[src/rtl/core/lpcs_pkg.sv]
// Shared types and codes for the indicator line classifier.
// No dependencies; used by the interfaces, the line tracker and the top level.
`default_nettype none

package lpcs_pkg;

  // width of the edge threshold register
  localparam int THRESH_WIDTH = 16;

  // operation codes of an input item
  localparam logic OP_SAMPLE   = 1'b0;
  localparam logic OP_EVALUATE = 1'b1;

  // line class
  typedef logic [1:0] kind_t;
  localparam kind_t KIND_LOW  = 2'd0;
  localparam kind_t KIND_HIGH = 2'd1;
  localparam kind_t KIND_PWM  = 2'd2;

  // reported charge state
  typedef logic [1:0] charge_t;
  localparam charge_t STATE_NOT_CONNECTED = 2'd0;
  localparam charge_t STATE_CHARGING      = 2'd1;
  localparam charge_t STATE_FAULT         = 2'd2;

  // per-line control from the top level to a line tracker
  typedef struct packed {
    logic sample;    // count this level
    logic evaluate;  // window ends: clear counters
    logic level;     // sampled line level
  } line_ctrl_t;

endpackage

`default_nettype wire

[src/rtl/core/lpcs_if.sv]
// Valid/ready channel interfaces for sample items and result items.
// Depends on lpcs_pkg for the result field types.
`default_nettype none

interface lpcs_sample_if;
  logic valid;
  logic ready;
  logic operation;
  logic red_level;
  logic green_level;

  modport source (output valid, output operation, output red_level,
                  output green_level, input ready);
  modport sink   (input valid, input operation, input red_level,
                  input green_level, output ready);
endinterface

interface lpcs_result_if;
  logic                  valid;
  logic                  ready;
  lpcs_pkg::charge_t     charge_state;
  lpcs_pkg::kind_t       red_kind;
  lpcs_pkg::kind_t       green_kind;

  modport source (output valid, output charge_state, output red_kind,
                  output green_kind, input ready);
  modport sink   (input valid, input charge_state, input red_kind,
                  input green_kind, output ready);
endinterface

`default_nettype wire

[src/rtl/core/lpcs_line.sv]
// One indicator line: saturating high/low/edge counters and the line class.
// Depends on lpcs_pkg.
`default_nettype none

module lpcs_line #(
  parameter int COUNT_WIDTH = 16
) (
  input  wire                                  clk,
  input  wire                                  rst,
  input  lpcs_pkg::line_ctrl_t                 ctrl,
  input  wire [lpcs_pkg::THRESH_WIDTH-1:0]     threshold,
  output lpcs_pkg::kind_t                      kind
);

  localparam int CMP_WIDTH =
    (COUNT_WIDTH > lpcs_pkg::THRESH_WIDTH) ? COUNT_WIDTH : lpcs_pkg::THRESH_WIDTH;

  logic [COUNT_WIDTH-1:0] high_samples;
  logic [COUNT_WIDTH-1:0] low_samples;
  logic [COUNT_WIDTH-1:0] edges;
  logic                   previous;

  logic [COUNT_WIDTH-1:0] high_samples_next;
  logic [COUNT_WIDTH-1:0] low_samples_next;
  logic [COUNT_WIDTH-1:0] edges_next;
  logic                   toggled;

  assign toggled = ctrl.level != previous;

  // saturating increments
  assign high_samples_next = (&high_samples) ? high_samples : high_samples + 1'b1;
  assign low_samples_next  = (&low_samples)  ? low_samples  : low_samples + 1'b1;
  assign edges_next        = (&edges)        ? edges        : edges + 1'b1;

  always_ff @(posedge clk) begin
    if (rst) begin
      high_samples <= '0;
      low_samples  <= '0;
      edges        <= '0;
      previous     <= 1'b0;
    end else if (ctrl.evaluate) begin
      // last level is kept across windows
      high_samples <= '0;
      low_samples  <= '0;
      edges        <= '0;
    end else if (ctrl.sample) begin
      if (ctrl.level) begin
        high_samples <= high_samples_next;
      end else begin
        low_samples <= low_samples_next;
      end
      if (toggled) begin
        previous <= ctrl.level;
        edges    <= edges_next;
      end
    end
  end

  // class of the window so far; a tie counts as low
  always_comb begin
    priority if (CMP_WIDTH'(edges) >= CMP_WIDTH'(threshold)) begin
      kind = lpcs_pkg::KIND_PWM;
    end else if (high_samples > low_samples) begin
      kind = lpcs_pkg::KIND_HIGH;
    end else begin
      kind = lpcs_pkg::KIND_LOW;
    end
  end

endmodule

`default_nettype wire

[src/rtl/core/led_pair_charge_state_classifier.sv]
// Red/green charge indicator classifier: top level.
// Depends on lpcs_pkg, lpcs_if (lpcs_sample_if, lpcs_result_if) and lpcs_line.
//
// Takes one item per clock on the samples channel. A sample item (operation
// OP_SAMPLE) counts high samples, low samples and level changes for the red
// and green lines; these counters are COUNT_WIDTH bits and stick at full
// scale. A sample item produces no result. An evaluate item (OP_EVALUATE)
// classes each line from its window (PWM if its edge count is at or above
// edge_threshold, else high if high samples outnumber low ones, else low),
// clears the counters but keeps the last levels, and produces one result:
// fault if red is high or PWM, charging if green is high or PWM, else not
// connected. The result shows on the results channel the cycle after the
// evaluate item is taken, from a single result register. Throughput is one
// item per cycle; the samples channel stalls only while that register holds
// a result the sink has not taken. Both lines start with their last level low.
// edge_threshold resets to 4; users write it via cfg_write/cfg_data only while
// the block is idle (not enforced); a zero threshold classes all lines as PWM.
`default_nettype none

module led_pair_charge_state_classifier #(
  parameter int COUNT_WIDTH = 16
) (
  input  wire                              clk,
  input  wire                              rst,
  lpcs_sample_if.sink                      samples,
  lpcs_result_if.source                    results,
  input  wire                              cfg_write,
  input  wire [lpcs_pkg::THRESH_WIDTH-1:0] cfg_data
);

  logic [lpcs_pkg::THRESH_WIDTH-1:0] edge_threshold;

  logic                 accept;
  logic                 eval_accept;
  lpcs_pkg::line_ctrl_t red_ctrl;
  lpcs_pkg::line_ctrl_t green_ctrl;
  lpcs_pkg::kind_t      red_kind_now;
  lpcs_pkg::kind_t      green_kind_now;
  lpcs_pkg::charge_t    charge_next;

  // threshold register
  always_ff @(posedge clk) begin
    if (rst) begin
      edge_threshold <= lpcs_pkg::THRESH_WIDTH'(4);
    end else if (cfg_write) begin
      edge_threshold <= cfg_data;
    end
  end

  // input side moves whenever the result register is free or being drained
  assign samples.ready = !results.valid || results.ready;
  assign accept        = samples.valid && samples.ready;
  assign eval_accept   = accept && (samples.operation == lpcs_pkg::OP_EVALUATE);

  assign red_ctrl.sample     = accept && (samples.operation == lpcs_pkg::OP_SAMPLE);
  assign red_ctrl.evaluate   = eval_accept;
  assign red_ctrl.level      = samples.red_level;
  assign green_ctrl.sample   = red_ctrl.sample;
  assign green_ctrl.evaluate = eval_accept;
  assign green_ctrl.level    = samples.green_level;

  lpcs_line #(
    .COUNT_WIDTH (COUNT_WIDTH)
  ) u_red (
    .clk       (clk),
    .rst       (rst),
    .ctrl      (red_ctrl),
    .threshold (edge_threshold),
    .kind      (red_kind_now)
  );

  lpcs_line #(
    .COUNT_WIDTH (COUNT_WIDTH)
  ) u_green (
    .clk       (clk),
    .rst       (rst),
    .ctrl      (green_ctrl),
    .threshold (edge_threshold),
    .kind      (green_kind_now)
  );

  // red wins over green
  always_comb begin
    priority if (red_kind_now != lpcs_pkg::KIND_LOW) begin
      charge_next = lpcs_pkg::STATE_FAULT;
    end else if (green_kind_now != lpcs_pkg::KIND_LOW) begin
      charge_next = lpcs_pkg::STATE_CHARGING;
    end else begin
      charge_next = lpcs_pkg::STATE_NOT_CONNECTED;
    end
  end

  // result register
  always_ff @(posedge clk) begin
    if (rst) begin
      results.valid <= 1'b0;
    end else if (eval_accept) begin
      results.valid <= 1'b1;
    end else if (results.ready) begin
      results.valid <= 1'b0;
    end
  end

  always_ff @(posedge clk) begin
    if (eval_accept) begin
      results.charge_state <= charge_next;
      results.red_kind     <= red_kind_now;
      results.green_kind   <= green_kind_now;
    end
  end

`ifndef SYNTH
  // an evaluate item always leaves a result behind
  a_eval_result: assert property (@(posedge clk) disable iff (rst)
    eval_accept |=> results.valid)
    else $error("evaluate item left no result");

  // reported state agrees with the reported red class
  a_fault_red: assert property (@(posedge clk) disable iff (rst)
    results.valid |->
      ((results.charge_state == lpcs_pkg::STATE_FAULT) ==
       (results.red_kind != lpcs_pkg::KIND_LOW)))
    else $error("charge state and red class disagree");

  // a fresh window classes both lines low unless the threshold is zero
  a_window_cleared: assert property (@(posedge clk) disable iff (rst)
    eval_accept |=>
      (edge_threshold == '0) ||
      ((red_kind_now == lpcs_pkg::KIND_LOW) && (green_kind_now == lpcs_pkg::KIND_LOW)))
    else $error("counters not cleared by evaluate");
`endif

endmodule

`default_nettype wire
[src/flat_wrapper.sv]
// flat-port wrapper written by rule: the top's interface ports become plain ports
module led_pair_charge_state_classifier_flat 
#(
  parameter int COUNT_WIDTH = 16
)
  (clk, rst, cfg_write, cfg_data, samples_valid, samples_operation, samples_red_level, samples_green_level, samples_ready, results_valid, results_charge_state, results_red_kind, results_green_kind, results_ready);
  lpcs_sample_if samples_i ();
  lpcs_result_if results_i ();
  input  wire clk;
  input  wire rst;
  input  wire cfg_write;
  input  wire [lpcs_pkg::THRESH_WIDTH-1:0] cfg_data;
  input wire logic [$bits(samples_i.valid)-1:0] samples_valid;
  input wire logic [$bits(samples_i.operation)-1:0] samples_operation;
  input wire logic [$bits(samples_i.red_level)-1:0] samples_red_level;
  input wire logic [$bits(samples_i.green_level)-1:0] samples_green_level;
  output wire logic [$bits(samples_i.ready)-1:0] samples_ready;
  output wire logic [$bits(results_i.valid)-1:0] results_valid;
  output wire logic [$bits(results_i.charge_state)-1:0] results_charge_state;
  output wire logic [$bits(results_i.red_kind)-1:0] results_red_kind;
  output wire logic [$bits(results_i.green_kind)-1:0] results_green_kind;
  input wire logic [$bits(results_i.ready)-1:0] results_ready;
  assign samples_i.valid = samples_valid;
  assign samples_i.operation = samples_operation;
  assign samples_i.red_level = samples_red_level;
  assign samples_i.green_level = samples_green_level;
  assign samples_ready = samples_i.ready;
  assign results_valid = results_i.valid;
  assign results_charge_state = results_i.charge_state;
  assign results_red_kind = results_i.red_kind;
  assign results_green_kind = results_i.green_kind;
  assign results_i.ready = results_ready;
  led_pair_charge_state_classifier #(.COUNT_WIDTH(COUNT_WIDTH)) u_core (.clk(clk), .rst(rst), .samples(samples_i), .results(results_i), .cfg_write(cfg_write), .cfg_data(cfg_data));
endmodule
[config.mk]
export PLATFORM = sky130hd
export DESIGN_NAME = led_pair_charge_state_classifier_flat
export DESIGN_NICKNAME = d
export VERILOG_FILES = /design/src/rtl/core/lpcs_pkg.sv /design/src/rtl/core/lpcs_if.sv /design/src/rtl/core/lpcs_line.sv /design/src/rtl/core/led_pair_charge_state_classifier.sv /design/src/flat_wrapper.sv
export SDC_FILE = /design/constraint.sdc
export NUM_CORES = 1
export LEC_CHECK = 0
export ABC_AREA = 1
export CORE_UTILIZATION = 45
export CTS_CLUSTER_DIAMETER = 40
export DETAILED_ROUTE_END_ITERATION = 8
export DONT_BUFFER_PORTS = 1
export GPL_ROUTABILITY_DRIVEN = 1
export SYNTH_ARGS = -nofsm -noshare
export SYNTH_HDL_FRONTEND = slang
export SYNTH_SLANG_ARGS = --single-unit
[constraint.sdc]
create_clock -name clk -period 3.15 [get_ports clk]
set_clock_uncertainty 0.05 [all_clocks]
set_input_delay 0.315 -clock clk [delete_from_list [all_inputs] [get_ports clk]]
set_output_delay 0.315 -clock clk [all_outputs]
set_load 0.01 [all_outputs]
==> flow_summary.json <==
{
  "run_status": "finished, final reports clean",
  "path_max_fanout": 23,
  "start_util_pct": 45.9,
  "rsz0062_at_grt": "no",
  "detailroute.via_count": 6879,
  "cts.clk_slew.worst_paths_ns": 0.06,
  "clock_sinks": 121,
  "cpMostUsedCell": "sky130_fd_sc_hd__nand2_2",
  "via_count_of_the_first_global_routing_pass": 6147,
  "grt_first_pass_wirelength_um": 30000,
  "timing.critical_path.cells": "nand2_2, nand3_1, nand2_2, inv_1, buf_4, o21ai_1, a21oi_1",
  "gpl.final_weighted_congestion": 0.808,
  "cp_slowest_stage_delay_ns": 0.70,
  "nNetsFinal": 1242,
  "clock_tree_from_tritoncts": "built",
  "vias_per_cell": 4.96,
  "filler_cells_inserted": 1760,
  "postSynthCellCount": 1145,
  "slew_violations": 0,
  "antenna_found_initial": 0,
  "layout.cells.most_common": "sky130_fd_sc_hd__nand2_1",
  "diodes": 0,
  "number_of_setup_buffers_added_after_cts": 0,
  "worst_path_max_delay_cell": "sky130_fd_sc_hd__inv_1",
  "max_freq_ghz": 0.484,
  "worst_slew_margin_rel_pct": 35.4,
  "hold_viol_final": 0,
  "detailed_place.area_mm2": 0.00801,
  "clk_latency_ns": 0.41,
  "post-route-min-period_ns": 2.07,
  "setup_violations": 0,
  "syn-mean-instance-area_um2": 6.88,
  "overflow": 0,
  "cap_viol_max_count": 0,
  "synth_flop_cell": "sky130_fd_sc_hd__dfxtp_1",
  "worstHoldPathType": "in -> reg",
  "die-area_mm2": 0.0180,
  "post_syn_area_mm2": 0.00788,
  "dieHeight_um": 134,
  "ys.warnings.count": 0,
  "critical_path_sink_type": "flip-flop",
  "totalNegativeSetupSlack_ns": 0,
  "drtIter0Drc": 388,
  "critical_path_required_ns": 3.44,
  "hp-start": "samples_red_level",
  "final_antenna_net_count": 0,
  "grt_use_total_pct": 20.8,
  "slew_worst_pin_ns": 0.968,
  "mappedNetlistNets": 1239,
  "startpoint_type": "flip-flop",
  "route.detailed.wl_per_inst_um": 12.9,
  "finalInstanceArea_mm2": 0.00867,
  "worst-setup-path-type": "reg -> reg",
  "rr_startpoint": "u_core.results.valid",
  "synth_async_sr_flop_share_pct": 0,
  "drt_pass1_iterations": 6,
  "drive_gt1_share_pct": 7.15,
  "layout_worst_path_cycle_share_pct": 65.6,
  "cts_inserted_buffers": 17,
  "drc_errors": 0,
  "core_area_mm2": 0.0172,
  "worstSetupStartpoint": "u_core.results.valid",
  "r2r.worst_path.cells": 7,
  "synth_seq_area_share_pct": 31.5,
  "final_core_utilization_pct": 50.5,
  "r2r_slack_ns": 1.08,
  "clock_tree.root_cell": "sky130_fd_sc_hd__clkbuf_16",
  "die_w_um": 134,
  "min_delay_path_depth": 2,
  "layout_common_cells": "sky130_fd_sc_hd__nand2_1 (294), sky130_fd_sc_hd__inv_1 (135), sky130_fd_sc_hd__dfxtp_1 (115)",
  "buffer_ports.inserted": 0,
  "placement_rows": 48,
  "cellLeakagePower_nw": 3.46,
  "totalWireLength_um": 17900,
  "grt_start_max_net_pins": 61,
  "h-tree-depth": 4,
  "areaGrowthSynthToFinish_pct": 10.0,
  "placed_wire_length_estimate_after_detailed_placement_um": 13300,
  "critical_path_arrival_ns": 2.36,
  "synth_edf_count": 6,
  "top_level_ports": 32,
  "vdd_drop_max_mv": 0.376,
  "synth.lib_cells_used.distinct": 37,
  "synth-seq-cells": 121,
  "power.density_cell_area_mw_per_mm2": 446,
  "clock_tree.buffer_depth": 2
}
==> state kept, by name, indices dropped and copies added, names as in the netlist <==
name	cells
u_core.results.red_kind	2
u_core.u_red.low_samples	16
u_core.edge_threshold	16
u_core.u_green.edges	16
u_core.u_green.low_samples	16
u_core.results.green_kind	2
u_core.results.charge_state	2
u_core.u_red.high_samples	16
u_core.u_green.previous	1
u_core.u_green.high_samples	16
u_core.u_red.edges	16
u_core.u_red.previous	1
u_core.results.valid	1
==> worst paths after layout <==
kind,to
setup / recovery,u_core.u_red.high_samples[0]
hold / removal,u_core.u_red.previous
setup reg to reg,u_core.u_red.high_samples[0]
hold reg to reg,u_core.u_green.high_samples[14]
==> routing by layer <==
| layer | vias to the layer above | routed length, µm | track usage, % | part of all wire, % |
|---|---|---|---|---|
| met4 | 0 | 173 | 6.18 | 0.97 |
| met2 | 83 | 7970 | 32.6 | 45 |
| met5 | - | 0 | 0 | 0 |
| met3 | 14 | 584 | 4.38 | 3.3 |
| met1 | 3062 | 9160 | 28.6 | 51 |
| li1 | 3720 | - | - | - |
==> area by class of cell <==
type,instances,area (µm²),area share (%)
multi-input cells,855,4670,53.9
clock inverters,14,180,2.08
inverters,144,541,6.24
clock buffers,18,429,4.95
repair buffers,9,80.1,0.924
well taps,225,282,3.25
flip-flops and latches,121,2480,28.6
==> Yosys cell counts, types with 2 or more instances <==
cell / n / area, µm²
sky130_fd_sc_hd__nor2_1: 111 / 417
sky130_fd_sc_hd__nand3_2: 2 / 20.0
sky130_fd_sc_hd__dfxtp_1: 115 / 2300
sky130_fd_sc_hd__inv_2: 8 / 30.0
sky130_fd_sc_hd__nor3_1: 37 / 185
sky130_fd_sc_hd__or2_2: 3 / 18.8
sky130_fd_sc_hd__nand2_1: 295 / 1110
sky130_fd_sc_hd__o21ai_1: 6 / 30.0
sky130_fd_sc_hd__nand3_1: 50 / 250
sky130_fd_sc_hd__buf_6: 10 / 113
sky130_fd_sc_hd__inv_1: 135 / 507
sky130_fd_sc_hd__ha_1: 70 / 876
sky130_fd_sc_hd__clkbuf_1: 11 / 41.3
sky130_fd_sc_hd__nor3b_1: 3 / 22.5
sky130_fd_sc_hd__o21a_1: 2 / 15.0
sky130_fd_sc_hd__nor2_4: 5 / 56.3
sky130_fd_sc_hd__nor2_2: 10 / 62.6
sky130_fd_sc_hd__o21ai_0: 54 / 270
sky130_fd_sc_hd__a21oi_2: 8 / 70.1
sky130_fd_sc_hd__nand2_4: 4 / 45.0
sky130_fd_sc_hd__o21bai_1: 2 / 15.0
sky130_fd_sc_hd__nand3b_1: 7 / 52.6
sky130_fd_sc_hd__xnor2_1: 10 / 87.6
sky130_fd_sc_hd__xor2_1: 38 / 333
sky130_fd_sc_hd__a21o_1: 2 / 15.0
sky130_fd_sc_hd__edfxtp_1: 6 / 180
sky130_fd_sc_hd__nor4_1: 2 / 12.5
sky130_fd_sc_hd__nand4_1: 17 / 106
sky130_fd_sc_hd__nand2_2: 9 / 56.3
sky130_fd_sc_hd__a21oi_1: 106 / 531
==> worst max-delay path: cells and delay by family (launching register included) <==
family                 cells  cell delay, ns
buffers and inverters      2            1.00
flip-flops                 1            0.39
AND/OR/NAND/NOR            3            0.36
AO/OA/AOI/OAI              2            0.18
==> cells by family after synthesis <==
family	after synthesis	share of synthesized area [%]
DFF	121	31.5
buffers and inverters	169	9.21
xor gates and xnor gates	48	5.34
AOI/OAI and AO/OA	180	12.0
adders and majority gates	70	11.1
and+or+nand+nor	557	30.8
==> timing repair <==
| action | CTS | global route |
|---|---|---|
| endpoints found under the hold margin | 3 | 0 |
| gates resized for setup | 0 | 0 |
| hold buffers | 5 | 0 |
==> through the flow <==
stage | cells | power, mW | worst slack, ns | hold WS [ns]
after floorplan | 1145 | 1.80 | 1.49 | 0.365
after global placement | 1349 | 1.85 | 1.13 | 0.386
after detailed placement | 1349 | 1.85 | 1.09 | 0.388
after CTS | 1386 | 3.90 | 1.08 | 0.0175
after global routing | 1386 | 4.00 | 0.890 | 0.0158
final | 1386 | 3.87 | 1.08 | 0.0254
==> power breakdown <==
part	leakage [nW]	internal, mW	total, mW	switching (mW)
registers	0.989	1.57	1.59	0.0173
logic	2.18	0.0707	0.233	0.162
clock network	0.284	1.31	2.04	0.730
(Power assumes the default switching activity.)
